[src/design/upce_pkg.sv]
// ----------------------------------------------------------------------------
// upce_pkg
// Shared types, constants and code tables for the UPC-E module encoder.
// ----------------------------------------------------------------------------
`default_nettype none

package upce_pkg;

	localparam int unsigned QUIET_LENGTH_DEF = 8;
	localparam int unsigned NUM_LONG         = 11;
	localparam int unsigned NUM_SHORT        = 6;
	localparam int unsigned BCD_W            = 44;
	localparam int unsigned PADDR_W          = 3;
	localparam int unsigned PDATA_W          = 32;

	typedef logic [3:0] digit_t;

	typedef enum logic [1:0] {
		ERR_NONE     = 2'd0,
		ERR_DIGIT    = 2'd1,
		ERR_NSYS     = 2'd2,
		ERR_COMPRESS = 2'd3
	} err_t;

	// segment index within one symbol
	localparam logic [3:0] SEG_QUIET_HEAD = 4'd0;
	localparam logic [3:0] SEG_START      = 4'd1;
	localparam logic [3:0] SEG_DIGIT0     = 4'd2;
	localparam logic [3:0] SEG_STOP       = 4'd8;
	localparam logic [3:0] SEG_QUIET_TAIL = 4'd9;

	localparam logic [7:0] START_BITS = 8'h05;
	localparam logic [3:0] START_LEN  = 4'd3;
	localparam logic [7:0] STOP_BITS  = 8'h15;
	localparam logic [3:0] STOP_LEN   = 4'd6;
	localparam logic [3:0] DIGIT_LEN  = 4'd7;

	// register addresses (word index)
	localparam logic REG_QUIET = 1'b0;

	// after compression / expansion
	typedef struct packed {
		logic [5:0][3:0]  e;
		logic [10:0][3:0] a;
		logic             ns;
		err_t             err;
	} front_t;

	// after checksum
	typedef struct packed {
		logic [5:0][3:0] e;
		logic [5:0]      par;
		digit_t          chk;
		err_t            err;
	} chk_item_t;

	function automatic logic [6:0] odd_code(input digit_t d);
		logic [6:0] r;
		unique case (d)
			4'd0: r = 7'h0D;
			4'd1: r = 7'h19;
			4'd2: r = 7'h13;
			4'd3: r = 7'h3D;
			4'd4: r = 7'h23;
			4'd5: r = 7'h31;
			4'd6: r = 7'h2F;
			4'd7: r = 7'h3B;
			4'd8: r = 7'h37;
			4'd9: r = 7'h0B;
			default: r = 7'h00;
		endcase
		return r;
	endfunction

	function automatic logic [6:0] even_code(input digit_t d);
		logic [6:0] r;
		unique case (d)
			4'd0: r = 7'h27;
			4'd1: r = 7'h33;
			4'd2: r = 7'h1B;
			4'd3: r = 7'h21;
			4'd4: r = 7'h1D;
			4'd5: r = 7'h39;
			4'd6: r = 7'h05;
			4'd7: r = 7'h11;
			4'd8: r = 7'h09;
			4'd9: r = 7'h17;
			default: r = 7'h00;
		endcase
		return r;
	endfunction

	// bit 5 is the first data digit, 1 = odd parity
	function automatic logic [5:0] parity_pat(input logic ns, input digit_t chk);
		logic [5:0] r;
		unique case (chk)
			4'd0: r = 6'h07;
			4'd1: r = 6'h0B;
			4'd2: r = 6'h0D;
			4'd3: r = 6'h0E;
			4'd4: r = 6'h13;
			4'd5: r = 6'h19;
			4'd6: r = 6'h1C;
			4'd7: r = 6'h15;
			4'd8: r = 6'h16;
			4'd9: r = 6'h1A;
			default: r = 6'h00;
		endcase
		// number system 1 uses the complement pattern
		return ns ? ~r : r;
	endfunction

endpackage

`default_nettype wire

[src/design/upce_if.sv]
// ----------------------------------------------------------------------------
// upce_item_if / upce_seg_if
// Valid/ready channels for input numbers and output segments.
// ----------------------------------------------------------------------------
`default_nettype none

interface upce_item_if;
	logic        valid;
	logic        ready;
	logic        mode;
	logic [43:0] digits_bcd;

	modport source(output valid, output mode, output digits_bcd, input ready);
	modport sink(input valid, input mode, input digits_bcd, output ready);
endinterface

interface upce_seg_if;
	logic       valid;
	logic       ready;
	logic [7:0] segment_bits;
	logic [3:0] segment_length;
	logic [3:0] check_digit;
	logic [1:0] error_code;
	logic       last;

	modport source(output valid, output segment_bits, output segment_length,
		output check_digit, output error_code, output last, input ready);
	modport sink(input valid, input segment_bits, input segment_length,
		input check_digit, input error_code, input last, output ready);
endinterface

`default_nettype wire

[src/design/upce_front.sv]
// ----------------------------------------------------------------------------
// upce_front
// Stages 1-2: digit screening, then UPC-A compression or UPC-E expansion.
// ----------------------------------------------------------------------------
`default_nettype none

module upce_front (
	input  wire                clk,
	input  wire                arst_n,
	input  wire                in_valid,
	output logic               in_ready,
	input  wire                in_mode,
	input  wire  [43:0]        in_digits,
	output logic               out_valid,
	input  wire                out_ready,
	output upce_pkg::front_t   out_data
);

	logic        v_s1;
	logic        mode_s1;
	logic [43:0] bcd_s1;
	logic        nd_s1;
	logic        v_s2;
	upce_pkg::front_t data_s2;

	logic adv1, adv2;
	logic nd_in;
	upce_pkg::front_t nxt;

	assign adv2     = !v_s2 || out_ready;
	assign adv1     = !v_s1 || adv2;
	assign in_ready = adv1;

	// non-digit screen on the nibbles in use
	always_comb begin
		nd_in = 1'b0;
		for (int i = 0; i < 11; i++) begin
			if ((i < 6 || in_mode) && (in_digits[4*i +: 4] > 4'd9)) begin
				nd_in = 1'b1;
			end
		end
	end

	always_ff @(posedge clk or negedge arst_n) begin
		if (!arst_n) begin
			v_s1 <= 1'b0;
		end else if (adv1) begin
			v_s1 <= in_valid;
		end
	end

	always_ff @(posedge clk) begin
		if (adv1 && in_valid) begin
			mode_s1 <= in_mode;
			bcd_s1  <= in_digits;
			nd_s1   <= nd_in;
		end
	end

	always_comb begin
		logic [10:0][3:0] a;
		logic [5:0][3:0]  e;
		logic             ok, z67;
		a = '0;
		e = '0;
		ok = 1'b1;
		if (mode_s1) begin
			for (int i = 0; i < 11; i++) begin
				a[i] = bcd_s1[4*(10-i) +: 4];
			end
			z67 = (a[6] == 4'd0) && (a[7] == 4'd0);
			priority if (a[5] == 4'd0 && a[4] == 4'd0 && a[3] <= 4'd2) begin
				ok = z67;
				e[0] = a[1]; e[1] = a[2]; e[2] = a[8]; e[3] = a[9]; e[4] = a[10];
				e[5] = a[3];
			end else if (a[5] == 4'd0 && a[4] == 4'd0) begin
				ok = z67 && (a[8] == 4'd0);
				e[0] = a[1]; e[1] = a[2]; e[2] = a[3]; e[3] = a[9]; e[4] = a[10];
				e[5] = 4'd3;
			end else if (a[5] == 4'd0) begin
				ok = z67 && (a[8] == 4'd0) && (a[9] == 4'd0);
				e[0] = a[1]; e[1] = a[2]; e[2] = a[3]; e[3] = a[4]; e[4] = a[10];
				e[5] = 4'd4;
			end else begin
				ok = z67 && (a[8] == 4'd0) && (a[9] == 4'd0) && (a[10] >= 4'd5);
				e[0] = a[1]; e[1] = a[2]; e[2] = a[3]; e[3] = a[4]; e[4] = a[5];
				e[5] = a[10];
			end
		end else begin
			z67 = 1'b0;
			for (int i = 0; i < 6; i++) begin
				e[i] = bcd_s1[4*(5-i) +: 4];
			end
			// expand to UPC-A with number system 0
			a[1] = e[0];
			a[2] = e[1];
			priority if (e[5] <= 4'd2) begin
				a[3] = e[5]; a[8] = e[2]; a[9] = e[3]; a[10] = e[4];
			end else if (e[5] == 4'd3) begin
				a[3] = e[2]; a[9] = e[3]; a[10] = e[4];
			end else if (e[5] == 4'd4) begin
				a[3] = e[2]; a[4] = e[3]; a[10] = e[4];
			end else begin
				a[3] = e[2]; a[4] = e[3]; a[5] = e[4]; a[10] = e[5];
			end
		end
		nxt.a  = a;
		nxt.e  = e;
		nxt.ns = mode_s1 && (a[0] == 4'd1);
		priority if (nd_s1) begin
			nxt.err = upce_pkg::ERR_DIGIT;
		end else if (mode_s1 && a[0] > 4'd1) begin
			nxt.err = upce_pkg::ERR_NSYS;
		end else if (mode_s1 && !ok) begin
			nxt.err = upce_pkg::ERR_COMPRESS;
		end else begin
			nxt.err = upce_pkg::ERR_NONE;
		end
	end

	always_ff @(posedge clk or negedge arst_n) begin
		if (!arst_n) begin
			v_s2 <= 1'b0;
		end else if (adv2) begin
			v_s2 <= v_s1;
		end
	end

	always_ff @(posedge clk) begin
		if (adv2 && v_s1) begin
			data_s2 <= nxt;
		end
	end

	assign out_valid = v_s2;
	assign out_data  = data_s2;

endmodule

`default_nettype wire

[src/design/upce_chk.sv]
// ----------------------------------------------------------------------------
// upce_chk
// Stages 3-4: weighted digit sum, then modulo 10 and parity pattern.
// ----------------------------------------------------------------------------
`default_nettype none

module upce_chk (
	input  wire                  clk,
	input  wire                  arst_n,
	input  wire                  in_valid,
	output logic                 in_ready,
	input  upce_pkg::front_t     in_data,
	output logic                 out_valid,
	input  wire                  out_ready,
	output upce_pkg::chk_item_t  out_data
);

	logic                  v_s3;
	logic [5:0][3:0]       e_s3;
	logic                  ns_s3;
	upce_pkg::err_t        err_s3;
	logic [7:0]            sum_s3;
	logic                  v_s4;
	upce_pkg::chk_item_t   data_s4;

	logic       adv3, adv4;
	logic [5:0] s_even, s_odd;
	logic [7:0] sum_nxt;
	logic [15:0] prod;
	logic [4:0]  quo;
	logic [7:0]  rem;
	logic [3:0]  chk_nxt;

	assign adv4     = !v_s4 || out_ready;
	assign adv3     = !v_s3 || adv4;
	assign in_ready = adv3;

	// weights 3,1,3,... from the first digit
	always_comb begin
		s_even = '0;
		s_odd  = '0;
		for (int i = 0; i < 11; i += 2) begin
			s_even = s_even + 6'(in_data.a[i]);
		end
		for (int i = 1; i < 11; i += 2) begin
			s_odd = s_odd + 6'(in_data.a[i]);
		end
		sum_nxt = 8'({s_even, 1'b0}) + 8'(s_even) + 8'(s_odd);
	end

	always_ff @(posedge clk or negedge arst_n) begin
		if (!arst_n) begin
			v_s3 <= 1'b0;
		end else if (adv3) begin
			v_s3 <= in_valid;
		end
	end

	always_ff @(posedge clk) begin
		if (adv3 && in_valid) begin
			e_s3   <= in_data.e;
			ns_s3  <= in_data.ns;
			err_s3 <= in_data.err;
			sum_s3 <= sum_nxt;
		end
	end

	// sum mod 10 by reciprocal, exact for 8-bit sums
	assign prod    = 16'(sum_s3) * 16'd205;
	assign quo     = prod[15:11];
	assign rem     = sum_s3 - 8'({quo, 3'b000}) - 8'({quo, 1'b0});
	assign chk_nxt = (rem == 8'd0) ? 4'd0 : 4'(8'd10 - rem);

	always_ff @(posedge clk or negedge arst_n) begin
		if (!arst_n) begin
			v_s4 <= 1'b0;
		end else if (adv4) begin
			v_s4 <= v_s3;
		end
	end

	always_ff @(posedge clk) begin
		if (adv4 && v_s3) begin
			data_s4.e   <= e_s3;
			data_s4.chk <= chk_nxt;
			data_s4.par <= upce_pkg::parity_pat(ns_s3, chk_nxt);
			data_s4.err <= err_s3;
		end
	end

	assign out_valid = v_s4;
	assign out_data  = data_s4;

endmodule

`default_nettype wire

[src/design/upce_emit.sv]
// ----------------------------------------------------------------------------
// upce_emit
// Stage 5 and output register: walks one item through its segments.
// ----------------------------------------------------------------------------
`default_nettype none

module upce_emit #(
	parameter int unsigned QUIET_LENGTH = upce_pkg::QUIET_LENGTH_DEF
) (
	input  wire                  clk,
	input  wire                  arst_n,
	input  wire                  quiet_en,
	input  wire                  in_valid,
	output logic                 in_ready,
	input  upce_pkg::chk_item_t  in_data,
	output logic                 out_valid,
	input  wire                  out_ready,
	output logic [7:0]           out_bits,
	output logic [3:0]           out_length,
	output logic [3:0]           out_chk,
	output logic [1:0]           out_err,
	output logic                 out_last
);

	localparam logic [3:0] QLEN = 4'(QUIET_LENGTH);

	typedef logic [3:0] digit_sel_t;

	logic                 v_s5;
	upce_pkg::chk_item_t  item_s5;
	logic [3:0]           idx_q;
	logic                 ov_q;
	logic [7:0]           bits_q;
	logic [3:0]           len_q;
	logic [3:0]           chk_q;
	upce_pkg::err_t       err_q;
	logic                 last_q;

	logic       load_out;
	logic [7:0] seg_bits;
	logic [3:0] seg_len;
	logic       seg_last;
	logic [2:0] dsel;
	digit_sel_t dsel_dummy;

	assign load_out = v_s5 && (!ov_q || out_ready);
	assign in_ready = !v_s5 || (load_out && seg_last);
	assign dsel     = 3'(idx_q - upce_pkg::SEG_DIGIT0);
	assign dsel_dummy = item_s5.e[dsel];

	always_comb begin
		seg_bits = 8'h00;
		seg_len  = 4'd0;
		seg_last = 1'b0;
		if (item_s5.err != upce_pkg::ERR_NONE) begin
			seg_last = 1'b1;
		end else begin
			unique case (idx_q)
				upce_pkg::SEG_QUIET_HEAD: begin
					seg_len = QLEN;
				end
				upce_pkg::SEG_START: begin
					seg_bits = upce_pkg::START_BITS;
					seg_len  = upce_pkg::START_LEN;
				end
				upce_pkg::SEG_STOP: begin
					seg_bits = upce_pkg::STOP_BITS;
					seg_len  = upce_pkg::STOP_LEN;
					seg_last = !quiet_en;
				end
				upce_pkg::SEG_QUIET_TAIL: begin
					seg_len  = QLEN;
					seg_last = 1'b1;
				end
				default: begin
					seg_len  = upce_pkg::DIGIT_LEN;
					seg_bits = item_s5.par[3'd5 - dsel] ?
						{1'b0, upce_pkg::odd_code(dsel_dummy)} :
						{1'b0, upce_pkg::even_code(dsel_dummy)};
				end
			endcase
		end
	end

	always_ff @(posedge clk or negedge arst_n) begin
		if (!arst_n) begin
			v_s5  <= 1'b0;
			idx_q <= upce_pkg::SEG_QUIET_HEAD;
		end else if (in_ready) begin
			v_s5  <= in_valid;
			idx_q <= quiet_en ? upce_pkg::SEG_QUIET_HEAD : upce_pkg::SEG_START;
		end else if (load_out) begin
			idx_q <= idx_q + 4'd1;
		end
	end

	always_ff @(posedge clk) begin
		if (in_ready && in_valid) begin
			item_s5 <= in_data;
		end
	end

	always_ff @(posedge clk or negedge arst_n) begin
		if (!arst_n) begin
			ov_q <= 1'b0;
		end else if (load_out) begin
			ov_q <= 1'b1;
		end else if (out_ready) begin
			ov_q <= 1'b0;
		end
	end

	always_ff @(posedge clk) begin
		if (load_out) begin
			bits_q <= seg_bits;
			len_q  <= seg_len;
			chk_q  <= (item_s5.err == upce_pkg::ERR_NONE) ? item_s5.chk : 4'd0;
			err_q  <= item_s5.err;
			last_q <= seg_last;
		end
	end

	assign out_valid  = ov_q;
	assign out_bits   = bits_q;
	assign out_length = len_q;
	assign out_chk    = chk_q;
	assign out_err    = err_q;
	assign out_last   = last_q;

	// an error item leaves as a single empty segment
	assert property (@(posedge clk) disable iff (!arst_n)
		ov_q && err_q != upce_pkg::ERR_NONE |-> last_q && len_q == 4'd0)
		else $error("error segment not final or not empty");

	// a held item never walks past the trailing quiet zone
	assert property (@(posedge clk) disable iff (!arst_n)
		v_s5 |-> idx_q <= upce_pkg::SEG_QUIET_TAIL)
		else $error("segment index out of range");

	// a good segment always has modules and a decimal check digit
	assert property (@(posedge clk) disable iff (!arst_n)
		ov_q && err_q == upce_pkg::ERR_NONE |-> len_q != 4'd0 && chk_q <= 4'd9)
		else $error("bad segment length or check digit");

	// the item register is released only on its final segment
	assert property (@(posedge clk) disable iff (!arst_n)
		v_s5 && load_out && !seg_last |=> v_s5)
		else $error("item dropped before its last segment");

endmodule

`default_nettype wire

[src/design/upce_barcode_module_encoder_unit.sv]
// ----------------------------------------------------------------------------
// upce_barcode_module_encoder_unit
// Registers in order: input, compressed form, digit sum, check digit, item, output.
// A number leaves as 10 segments with quiet zones, 8 without, 1 on error;
// the emitter sends one segment a cycle while the output port is ready.
// A new number is taken every cycle while the pipeline ahead has room.
// Reset clears all valid bits and sets quiet_zone_enable to 1.
// ----------------------------------------------------------------------------
`default_nettype none

module upce_barcode_module_encoder_unit #(
	parameter int unsigned QUIET_LENGTH = upce_pkg::QUIET_LENGTH_DEF
) (
	input  wire                              clk,
	input  wire                              arst_n,
	upce_item_if.sink                        item,
	upce_seg_if.source                       segment,
	input  wire                              psel,
	input  wire                              penable,
	input  wire                              pwrite,
	input  wire  [upce_pkg::PADDR_W-1:0]     paddr,
	input  wire  [upce_pkg::PDATA_W-1:0]     pwdata,
	output logic [upce_pkg::PDATA_W-1:0]     prdata,
	output logic                             pready
);

	logic                 quiet_q;
	logic                 f_valid, f_ready;
	upce_pkg::front_t     f_data;
	logic                 c_valid, c_ready;
	upce_pkg::chk_item_t  c_data;

	assign pready = 1'b1;

	always_ff @(posedge clk or negedge arst_n) begin
		if (!arst_n) begin
			quiet_q <= 1'b1;
		end else if (psel && penable && pwrite && pready
			&& paddr[2] == upce_pkg::REG_QUIET) begin
			quiet_q <= pwdata[0];
		end
	end

	assign prdata = (paddr[2] == upce_pkg::REG_QUIET) ?
		{{(upce_pkg::PDATA_W-1){1'b0}}, quiet_q} : '0;

	upce_front u_front (
		.clk       (clk),
		.arst_n    (arst_n),
		.in_valid  (item.valid),
		.in_ready  (item.ready),
		.in_mode   (item.mode),
		.in_digits (item.digits_bcd),
		.out_valid (f_valid),
		.out_ready (f_ready),
		.out_data  (f_data)
	);

	upce_chk u_chk (
		.clk       (clk),
		.arst_n    (arst_n),
		.in_valid  (f_valid),
		.in_ready  (f_ready),
		.in_data   (f_data),
		.out_valid (c_valid),
		.out_ready (c_ready),
		.out_data  (c_data)
	);

	upce_emit #(
		.QUIET_LENGTH (QUIET_LENGTH)
	) u_emit (
		.clk        (clk),
		.arst_n     (arst_n),
		.quiet_en   (quiet_q),
		.in_valid   (c_valid),
		.in_ready   (c_ready),
		.in_data    (c_data),
		.out_valid  (segment.valid),
		.out_ready  (segment.ready),
		.out_bits   (segment.segment_bits),
		.out_length (segment.segment_length),
		.out_chk    (segment.check_digit),
		.out_err    (segment.error_code),
		.out_last   (segment.last)
	);

endmodule

`default_nettype wire

[src/flat_wrapper.sv]
// flat-port wrapper written by rule: the top's interface ports become plain ports
module upce_barcode_module_encoder_unit_flat 
#(
	parameter int unsigned QUIET_LENGTH = upce_pkg::QUIET_LENGTH_DEF
)
  (clk, arst_n, psel, penable, pwrite, paddr, pwdata, prdata, pready, item_valid, item_mode, item_digits_bcd, item_ready, segment_valid, segment_segment_bits, segment_segment_length, segment_check_digit, segment_error_code, segment_last, segment_ready);
  upce_item_if item_i ();
  upce_seg_if segment_i ();
  input  wire clk;
  input  wire arst_n;
  input  wire psel;
  input  wire penable;
  input  wire pwrite;
  input  wire  [upce_pkg::PADDR_W-1:0] paddr;
  input  wire  [upce_pkg::PDATA_W-1:0] pwdata;
  output logic [upce_pkg::PDATA_W-1:0] prdata;
  output logic pready;
  input wire logic [$bits(item_i.valid)-1:0] item_valid;
  input wire logic [$bits(item_i.mode)-1:0] item_mode;
  input wire logic [$bits(item_i.digits_bcd)-1:0] item_digits_bcd;
  output wire logic [$bits(item_i.ready)-1:0] item_ready;
  output wire logic [$bits(segment_i.valid)-1:0] segment_valid;
  output wire logic [$bits(segment_i.segment_bits)-1:0] segment_segment_bits;
  output wire logic [$bits(segment_i.segment_length)-1:0] segment_segment_length;
  output wire logic [$bits(segment_i.check_digit)-1:0] segment_check_digit;
  output wire logic [$bits(segment_i.error_code)-1:0] segment_error_code;
  output wire logic [$bits(segment_i.last)-1:0] segment_last;
  input wire logic [$bits(segment_i.ready)-1:0] segment_ready;
  assign item_i.valid = item_valid;
  assign item_i.mode = item_mode;
  assign item_i.digits_bcd = item_digits_bcd;
  assign item_ready = item_i.ready;
  assign segment_valid = segment_i.valid;
  assign segment_segment_bits = segment_i.segment_bits;
  assign segment_segment_length = segment_i.segment_length;
  assign segment_check_digit = segment_i.check_digit;
  assign segment_error_code = segment_i.error_code;
  assign segment_last = segment_i.last;
  assign segment_i.ready = segment_ready;
  upce_barcode_module_encoder_unit #(.QUIET_LENGTH(QUIET_LENGTH)) u_core (.clk(clk), .arst_n(arst_n), .item(item_i), .segment(segment_i), .psel(psel), .penable(penable), .pwrite(pwrite), .paddr(paddr), .pwdata(pwdata), .prdata(prdata), .pready(pready));
endmodule
[config.mk]
export PLATFORM = sky130hd
export DESIGN_NAME = upce_barcode_module_encoder_unit_flat
export DESIGN_NICKNAME = d
export VERILOG_FILES = /design/src/design/upce_pkg.sv /design/src/design/upce_if.sv /design/src/design/upce_front.sv /design/src/design/upce_chk.sv /design/src/design/upce_emit.sv /design/src/design/upce_barcode_module_encoder_unit.sv /design/src/flat_wrapper.sv
export SDC_FILE = /design/constraint.sdc
export NUM_CORES = 1
export LEC_CHECK = 0
export ABC_AREA = 1
export BUFFER_PORTS_ARGS = -buffer_cell sky130_fd_sc_hd__buf_4
export CORE_ASPECT_RATIO = 0.5
export CORE_MARGIN = 5
export CORE_UTILIZATION = 34
export DETAILED_ROUTE_END_ITERATION = 8
export PLACE_DENSITY = 0.62
export SKIP_LAST_GASP = 1
export SLEW_MARGIN = 20
export SYNTH_ARGS = -nofsm -noshare
export SYNTH_HDL_FRONTEND = slang
export SYNTH_SLANG_ARGS = --single-unit
[constraint.sdc]
create_clock -name clk -period 10.7 [get_ports clk]
set_clock_uncertainty 0.2 [all_clocks]
set_input_delay 0 -clock clk [delete_from_list [all_inputs] [get_ports clk]]
set_output_delay 0 -clock clk [all_outputs]
set_load 0.02 [all_outputs]
* Word level (Yosys, flattened, before mapping)
Memories as Yosys holds them, arrays and structs flattened.
Index checks and enable logic that the tools add are counted.
** Storage, ports and cells
- Memories :: 3
- Output and inout bits :: 54
- Word-level logic and storage cells :: 201
- Register bits :: 254
- Input port bits :: 87
- Bits in read-only memories :: 272
** Memories
- (name not given) :: words 16, width 6, rd ports 1, clocked after Yosys merged registers in 0, wr ports 0, RTL line upce_pkg.sv:59 : unique case (d)
- (name not given) :: words 16, width 6, rd ports 1, clocked after Yosys merged registers in 0, wr ports 0, RTL line upce_pkg.sv:77 : unique case (d)
- (name not given) :: words 16, width 5, rd ports 1, clocked after Yosys merged registers in 0, wr ports 0, RTL line upce_pkg.sv:96 : unique case (chk)
** Operators by class
- Order comparisons :: 17
- Bitwise gates (word level) :: 2
- Equal/unequal tests :: 6
- Multiply operators :: 1
- Muxes and demuxes :: 41
- Reductions and logical operators :: 52
- Add/subtract/negate cells :: 17
** Operators with widths (count)
- 24-bit two-way mux :: 4
- 4-bit greater-than comparator, second input constant :: 11
- 4-bit two-way mux :: 11
- 6-bit by 4-bit adder with 6-bit output :: 5
- 4-bit zero test :: 7
- 1-bit logical AND :: 24
- 8-bit two-way mux :: 3
- 7-bit one-hot mux with 3 select lines :: 1
- 20-bit two-way mux :: 1
- 8-bit by 8-bit multiplier with 16-bit output, second input constant :: 1
- 5-bit by 4-bit adder with 6-bit output :: 2
- 4-bit binary-select mux with 3-bit select :: 1
- 12-bit two-way mux :: 1
- 6-bit two-way mux :: 2
- 4-bit one-hot mux with 3 select lines :: 1
- 1-bit two-way mux :: 11
- 4-bit by 4-bit adder with 5-bit output :: 2
- 10-bit OR reduction :: 1
- 7-bit by 6-bit adder with 8-bit output :: 1
- 8-bit by 6-bit adder with 8-bit output :: 1
- 4-bit by 1-bit equality test with 1-bit output, second input constant :: 2
- 4-bit equality test, second input constant :: 2
- 4-bit by 2-bit <= comparator with 1-bit output, second input constant :: 2
- 1-bit zero test :: 8
- other kinds (22) :: 31

* Depth between registers and ports, before layout
Gate-level depths: netlist (run 1).
- Word-level depth :: 13
- Depth in mapped cells :: 41

* Hierarchy
Synthesis (run 1) repeated with hierarchy kept, for this count alone.
** Unflattened totals
- Cell total of the unflattened synthesis :: 1135
- Area, all modules :: 12985.0 um^2
** By module, submodules not included
- upce_chk :: cells each 464, area each 5332.6 um^2, times used 1
- upce_front :: cells each 353, area each 4471.8 um^2, times used 1
- upce_emit :: cells each 273, area each 2865.2 um^2, times used 1
- upce_barcode_module_encoder_unit :: cells each 45, area each 315.3 um^2, times used 1

* Least setup slack after synthesis (run 1)
OpenSTA, ideal clock, no wires.
- Path kind :: register to register
- Start :: register u_core.u_chk.sum_s3[1]
- End :: register u_core.u_chk.data_s4 (netlist bit u_core.u_chk.out_data[9]), data pin
- Path slack :: 4.320 ns
- Library setup time :: 0.254 ns
- Arrival :: 5.926 ns
- Buffers on the path :: 0
- Stages on the path, launching flop included :: 40
- Path through :: edfxtp_1 -> ha_1 -> xor2_1 -> ha_1 -> fa_1 -> inv_1 -> fa_1 -> inv_1 -> ha_1 -> nand2_1 -> nand2_1 -> nand2_1 -> nand2_1 -> clkinv_1 -> nand2_1 -> nand2_2 -> nand2_1 -> nand2_1 -> (+4 left out) -> ha_1 -> inv_1 -> nor2_1 -> o21ai_0 -> nand3_1 -> xor2_1 -> nor2_1 -> nand3_1 -> nor2_2 -> nand2_4 -> inv_1 -> nor2_1 -> inv_1 -> ha_1 -> nand3_1 -> nand3_1 -> nand3_1 -> nand2_1
** On the way
- Word-level cells in the longest chain between the ends :: 9
- Elaborated cells on any way between the ends :: 10
** RTL lines
- start: declaration :: RTL line upce_chk.sv:22 : logic [7:0] sum_s3;
- start signal: assignment :: RTL line upce_chk.sv:64 : sum_s3 <= sum_nxt;
- 8-bit by 8-bit multiplier with 16-bit output :: RTL line upce_chk.sv:69 : assign prod = 16'(sum_s3) * 16'd205;
- 8-bit subtractor :: RTL line upce_chk.sv:71 : assign rem = sum_s3 - 8'({quo, 3'b000}) - 8'({quo, 1'b0});
- 8-bit by 6-bit subtractor with 8-bit output (*) :: RTL line upce_chk.sv:71
- 8-bit zero test (*) :: RTL line upce_chk.sv:72 : assign chk_nxt = (rem == 8'd0) ? 4'd0 : 4'(8'd10 - rem);
- 4-bit two-way mux (*) :: RTL line upce_chk.sv:72
- net u_core.u_chk.chk_nxt[0] :: RTL line upce_chk.sv:32 : logic [3:0] chk_nxt;
- memory read 16 x 5 bit (*)
- 6-bit two-way mux (*) :: RTL line upce_chk.sv:83 : if (adv4 && v_s3) begin
- 6-bit NOT :: RTL line upce_pkg.sv:110 : return ns ? ~r : r;
- 6-bit two-way mux (*) :: RTL line upce_pkg.sv:110
- end: declaration :: RTL line upce_chk.sv:24 : upce_pkg::chk_item_t data_s4;
Mark *: on every way through the listed nets, which the timed path passes. The rest lies on a longest branch. The select of a mux whose other input is x is not followed.
A chain may end at the register's enable or synchronous reset.

* Worst setup path after layout (run 1)
Ends and elaborated chain as after synthesis.

==> metrics.md, run 1 <==
| Metric | Value |
|---|---|
| Avg Cell Area, Syn | 11.7 µm² |
| Hold Crit Class | in2reg |
| Synth cell types | 46 |
| DP HPWL | 18500 µm |
| Post-synthesis cell count | 1081 |
| EDFF count, synth | 233 |
| Pre-antenna DRT Iters | 4 |
| Synthesis-stage register bit count | 244 |
| # hold bufs at CTS | 88 |
| # diodes | 0 |
| Unrepaired setup endpoints after global routing | false |
| Post-synth ARST share | 0.0451 |
| Fillers | 3360 |
| Top_reg_cell synth | edfxtp_1 |
| DIE WIDTH | 282 µm |
| Post-Place Setup Slack | 3.71 ns |
| Adder-cell share of the synthesized area | 0.159 |
| CP delay by family, top | adder cells |
| Required @ worst endpoint | 10.77 ns |
| Status | finished clean |
| First-pass GRT wire length | 40600 µm |
| Pins over their slew limit | 0 |
| Simple-gate share of the synthesized area | 0.102 |
| Iter 0 DRT Violations | 516 |
| Largest family of logic cells by synthesized area | adder cells |
| Via Count | 7898 |
| Clock buffer count from CTS | 23 |
| Core area | 36300 µm² |
| Critical-path top delay cell | fa_1 |
| H-Tree Level Count | 1 |
| Routed WL | 25200 µm |
| Worst relative slew slack | 0.477 |
| Max frequency | 0.143 GHz |
| CTS tree | built |
| Max cap viols | 0 |
| Routed len/inst | 14.3 µm |
| Xor/xnor share of the synthesized area | 0.0153 |
| Initial Util | 0.348 |
| Root buffer cell | clkbuf_16 |
| Largest net degree at the start of global routing | 64 |
| Clock sinks | 244 |
| Final Hold Fails | 0 |
| Crit path kind | reg2reg |
| Crit-path max FO | 9 |
| Crit path buf inv count | 8 |
| Vias in the first global route | 7986 |
| Routability cong. | 0.869 |
| Worst Setup End Kind | register |
| P&R area growth vs syn | 22.0% |
| Port Buf Inserts | 73 |
| Detail Route Antenna Nets | 0 |
| Antenna violations before repair | 0 |
| Worst-Margin Slew | 0.784 ns |
| I/O pin count | 141 |
| Multiplexer share of the synthesized area | 0 |
| Layout cells sized above 1 | 0.116 |
| Hold WS | 0.0180 ns |
| Clk Latency, worst-skew pair | 0.53 ns |
| Compound-Gate Fraction of Synth Area | 0.0618 |
| GRT Residual Overflow | 0 |
| CTS resizes | 0 |
| Final period util | 0.654 |
| YS warnings | 0 |
| # nets final | 1483 |
| Remaining DRCs | 0 |
| Die Y | 146 µm |
| Post-synthesis sequential area ratio | 0.576 |
| Row Count | 49 |
| Top cell by count, worst path | nand2_1 |
| TNS Setup | 0 ns |
| Setup violators final | 0 |
| Crit path DAT | 7.06 ns |
| Slowest stage delay, CP | 0.56 ns |
| Fin crit period | 6.99 ns |
| Clock Pin Slew Worst Setup and Hold Paths | 0.06 ns |
| DIE AREA | 41300 µm² |
| Vias per cell | 4.48 |
| All-Layer GR Usage | 0.120 |
| Setup slack after layout | 3.71 ns |
| # Post-CTS Setup Buffers | 0 |
| Mapped cell area | 12600 µm² |
| Maximum clock path buffer count | 3 |
| CP Launch Type | register |
-- Yosys cell counts, types with 6 or more instances --
library cell  count  area share
o22ai_1          17      0.0084
buf_4            34       0.020
nor2_1           72       0.021
o211ai_1          6      0.0036
dfrtp_1          10       0.020
nand2_1         155       0.046
a21oi_1          24      0.0095
o21ai_0          54       0.021
nand2_2           8      0.0040
fa_1             46       0.073
nor4_1            6      0.0030
xnor2_1           9      0.0062
a32oi_1           6      0.0042
nand3_1          37       0.015
inv_1           193       0.057
edfxtp_1        233        0.55
clkbuf_1          7      0.0021
nand4_1           6      0.0030
xor2_1           13      0.0090
inv_2             9      0.0027
o221ai_1          7      0.0049
ha_1             87       0.086
-- worst reg2reg max path, delay by kind of cell, from the launching register on --
family	cells	cell delay, ns
buffers and inverters	8	0.58
flip-flops	1	0.48
adder cells (fa/ha/maj)	8	3.20
AND/OR/NAND/NOR	20	1.52
XOR/XNOR	3	0.58
AO/OA/AOI/OAI	1	0.17
-- logic make-up (layout without fill, tap and decap cells) --
family,count (synthesis),in the layout
other,2,34
buffers and inverters,248,414
AO/OA/AOI/OAI,131,131
AND/OR/NAND/NOR,301,301
flip-flops,244,244
XOR/XNOR,22,22
adder cells (fa/ha/maj),133,133
-- layout make-up --
class	count	area (µm²)	area share
clock buffer	28	614	0.0399
clock inverter	13	219	0.0142
inverter	203	762	0.0495
multi-input combinational	621	4410	0.287
sequential	244	7270	0.472
tap	484	606	0.0393
timing repair buffer	170	1510	0.0982
-- sequential cells by signal, indices dropped and copies added (netlist names), 6 cells and up --
name	flops
u_core.u_chk.out_data	36
u_core.u_front.out_data	63
u_core.u_emit.out_bits	6
u_core.u_emit.item_s5	36
u_core.u_front.bcd_s1	44
u_core.u_chk.e_s3	24
u_core.u_chk.sum_s3	8
-- worst paths after layout --
kind | from | to | slack, ns | depth (start not counted)
min in group asynchronous | arst_n | u_core.u_front.v_s1$_DFFE_PN0N_ | 0.37 | 3
setup / recovery | u_core.u_chk.sum_s3[1]$_DFFE_PP_ | u_core.u_chk.out_data[9]$_DFFE_PP_ | 3.71 | 40
max in group asynchronous | arst_n | u_core.u_emit.idx_q[3]$_DFFE_PN0P_ | 9.53 | 3
hold reg to reg | u_core.u_chk.e_s3[15]$_DFFE_PP_ | u_core.u_chk.out_data[27]$_DFFE_PP_ | 0.22 | 0
setup reg to reg | u_core.u_chk.sum_s3[1]$_DFFE_PP_ | u_core.u_chk.out_data[9]$_DFFE_PP_ | 3.71 | 40
hold / removal | item_digits_bcd[17] | u_core.u_front.bcd_s1[17]$_DFFE_PP_ | 0.02 | 2
-- per-layer routing --
| metal | vias up | GRT usage | part of all wire |
|---|---|---|---|
| met5 | - | 0 | 0 |
| met3 | 33 | 0.0215 | 0.043 |
| met4 | 0 | 0.0243 | 0.016 |
| met2 | 173 | 0.201 | 0.47 |
| met1 | 3760 | 0.167 | 0.47 |
| li1 | 3932 | - | - |
-- cell usage in the layout (no fill, tap or decap), drive strengths merged, types with 10 or more instances in the layout --
cell         instances
edfxtp             233
inv                203
nand2              165
dlygate4sd3         89
ha                  87
buf                 81
nor2                75
o21ai               57
fa                  46
nand3               40
conb                34
clkbuf              28
a21oi               24
o22ai               17
xor2                13
dfrtp               10
-- metrics by stage --
stage	util	cell area, µm²	std cells
after detailed placement	0.376	13700	1632
after floorplan	-	12700	1113
final	0.424	15400	1763
after global routing	0.424	15400	1763
after global placement	0.376	13700	1632
after CTS	0.423	15400	1761
Power of run 1 is left out: the tool's default activity adds up to more than one toggle a clock period on the data nets, which glitch-free logic cannot reach.
==> run 2: changes to the inputs <==
- ABC_AREA: 1 -> 0
- clock period: 10.7 -> 6.9 ns (I/O delays scaled with it)
==> metrics.md, run 2 <==
| Metric | Value |
|---|---|
| Status | complete, but fails checks |
| Failing checks | setup timing |
| Initial Util | 0.347 |
| All-Layer GR Usage | 0.122 |
| Reg2Reg Launch Point | u_core.u_chk.sum_s3[2]$_DFFE_PP_ |
| Mapped cell area | 12500 µm² |
| Crit-path max FO | 3 |
| Vias per cell | 4.63 |
| Post-synthesis cell count | 940 |
| Yosys top cell by area | edfxtp_1 |
| DP HPWL | 18000 µm |
| Clock sinks | 244 |
| Largest net degree at the start of global routing | 83 |
| # nets final | 1365 |
| Remaining DRCs | 0 |
| Hold depth | 2 |
| Post-synthesis sequential area ratio | 0.580 |
| Top cell by count, worst path | ha_4 |
| Commonest cells post-synth | edfxtp_1, inv_1, ha_1 |
| Worst-Margin Slew | 0.833 ns |
| Die Y | 146 µm |
| Antenna violations before repair | 3 |
| Avg Cell Area, Syn | 13.3 µm² |
| Layout cells sized above 1 | 0.183 |
| Count leader, synth | edfxtp_1 |
| Xor/xnor share of the synthesized area | 0.0247 |
| Reg area | 7270 µm² |
| Detail Route Antenna Nets | 0 |
| Via Count | 7634 |
| Iter 0 DRT Violations | 454 |
| Crit path DAT | 6.99 ns |
| Area of the multi-input gates | 4900 µm² |
| Row Count | 49 |
| GRT Residual Overflow | 0 |
| Maximum clock path buffer count | 3 |
| Crit path kind | reg2reg |
| Root buffer cell | clkbuf_16 |
| Simple-gate share of the synthesized area | 0.0754 |
| Number of flip-flops in the largest register | 63 |
| Clk Latency, worst-skew pair | 0.53 ns |
| Pre-antenna DRT Iters | 5 |
| DIE AREA | 41100 µm² |
| DIE WIDTH | 282 µm |
| Synth cell types | 66 |
| Adder-cell share of the synthesized area | 0.160 |
| Hold WS | 0.0197 ns |
| Multiplexer share of the synthesized area | 0.0288 |
| Clock buffer count from CTS | 24 |
| YS warnings | 0 |
| Max cap viols | 0 |
| FF-to-FF setup slack | -0.02 ns |
| Min-Delay Endpoint | u_core.u_front.bcd_s1[3]$_DFFE_PP_ |
| Required @ worst endpoint | 6.97 ns |
| TNS Setup | -0.0214 ns |
| Worst r2r path cells | 28 |
| H-Tree Level Count | 1 |
| Clock Pin Slew Worst Setup and Hold Paths | 0.07 ns |
| Routability cong. | 0.836 |
| Top_reg_cell synth | edfxtp_1 |
| Critical-path top delay cell | fa_1 |
| Top cells by area, synth | edfxtp_1, ha_1, fa_1 |
| Hold Crit Class | in2reg |
| Core area | 36200 µm² |
| Compound-Gate Fraction of Synth Area | 0.0737 |
| Final period util | 1.00 |
| Hold_sp | item_digits_bcd[3] |
| I/O pin count | 141 |
| Share of the synthesized area in the top cell type | 0.558 |
| Slowest stage delay, CP | 0.55 ns |
| Port Buf Inserts | 73 |
| R2R Path End | u_core.u_chk.out_data[9]$_DFFE_PP_ |
| Post-synth ARST share | 0.0451 |
| Vias in the first global route | 7681 |
| Worst relative slew slack | 0.437 |
| Unrepaired setup endpoints after global routing | true |
| Setup violators final | 1 |
| Max frequency | 0.144 GHz |
| Largest family of logic cells by synthesized area | adder cells |
| Synthesis-stage register bit count | 244 |
| Fin crit period | 6.92 ns |
| Worst Setup End Kind | register |
| Routed WL | 25500 µm |
| Setup slack after layout | -0.0214 ns |
| Pins over their slew limit | 0 |
| CTS tree | built |
| P&R area growth vs syn | 25.5% |
| Fillers | 3214 |
| EDFF count, synth | 233 |
| Most common cell after layout, fill and taps aside | edfxtp_1 |
| First-pass GRT wire length | 40500 µm |
| Routed len/inst | 15.5 µm |
| Most frequent cells in the layout | edfxtp_1, buf_4, inv_1, dlygate4sd3_1, ha_1 |
| Final Hold Fails | 0 |
| CP Launch Type | register |
## run 2: cell count changes after synthesis, sizes merged, moves of 12 or more
| cell | before | now |
|---|---|---|
| and2 | 1 | 24 |
| nor2 | 75 | 41 |
| a21oi | 24 | 44 |
| nand3 | 40 | 10 |
| mux2 | 0 | 12 |
| inv | 202 | 98 |
| nand2 | 165 | 71 |
## run 2: how the worst max path moves through the flow
stage,startpoint,depth (start not counted),slack (ns),endpoint
finish,u_core.u_chk.sum_s3[2]$_DFFE_PP_,28,-0.02,u_core.u_chk.out_data[9]$_DFFE_PP_
global route,u_core.u_chk.sum_s3[2]$_DFFE_PP_,33,-0.39,u_core.u_chk.out_data[9]$_DFFE_PP_
CTS,u_core.u_chk.sum_s3[1]$_DFFE_PP_,32,-0.04,u_core.u_chk.out_data[9]$_DFFE_PP_
detailed placement,u_core.u_chk.sum_s3[1]$_DFFE_PP_,29,-0.19,u_core.u_chk.out_data[9]$_DFFE_PP_
global placement,u_core.u_chk.sum_s3[1]$_DFFE_PP_,31,-0.01,u_core.u_chk.out_data[9]$_DFFE_PP_
floorplan,u_core.u_chk.sum_s3[1]$_DFFE_PP_,28,0.03,u_core.u_chk.out_data[9]$_DFFE_PP_
## run 2: layout make-up
| cell class | instances | share of cell area |
|---|---|---|
| timing repair buffer | 201 | 0.111 |
| sequential | 244 | 0.462 |
| clock inverter | 18 | 0.0148 |
| antenna | 3 | 0.000477 |
| multi-input combinational | 576 | 0.311 |
| tap | 484 | 0.0385 |
| clock buffer | 25 | 0.0384 |
| inverter | 98 | 0.0235 |
## run 2: what timing repair did
item	4_1_cts	5_1_grt
pin swaps	24	38
setup buffers	4	9
endpoints found under the setup margin	3	4
hold endpoints to repair	64	1
hold buffers	88	1
resized for setup	12	29
## run 2: per-layer routing
| layer | routed length, µm | up-vias | global-route usage |
|---|---|---|---|
| met5 | 0 | - | 0 |
| met4 | 630 | 0 | 0.0352 |
| met3 | 1070 | 45 | 0.0205 |
| met2 | 12200 | 173 | 0.199 |
| met1 | 11600 | 3719 | 0.168 |
| li1 | - | 3697 | - |
## run 2: worst max-delay path: cells and delay by family, from the launching register on
family                     cells  cell delay, ns
adders and majority gates      8            2.80
and+or+nand+nor                6            1.19
AOI/OAI and AO/OA              6            1.16
xor gates and xnor gates       3            0.43
DFF                            1            0.41
buffers and inverters          4            0.40
muxes                          1            0.06
## run 2: through the flow
| stage | utilization | instance area (µm²) | worst slack, ns | instances |
|---|---|---|---|---|
| finish | 0.435 | 15700 | -0.0214 | 1649 |
| global route | 0.435 | 15700 | -0.395 | 1649 |
| CTS | 0.429 | 15500 | -0.0364 | 1638 |
| detailed placement | 0.379 | 13700 | -0.191 | 1503 |
| global placement | 0.379 | 13700 | -0.0112 | 1503 |
| floorplan | - | 12700 | 0.0256 | 972 |
## run 2: cells by family after synthesis
logic type / after synthesis
xor gates and xnor gates: 33
buffers and inverters: 152
adders and majority gates: 133
AOI/OAI and AO/OA: 152
and+or+nand+nor: 196
other: 2
muxes: 28
DFF: 244
Power of run 2 is left out for the same reason.
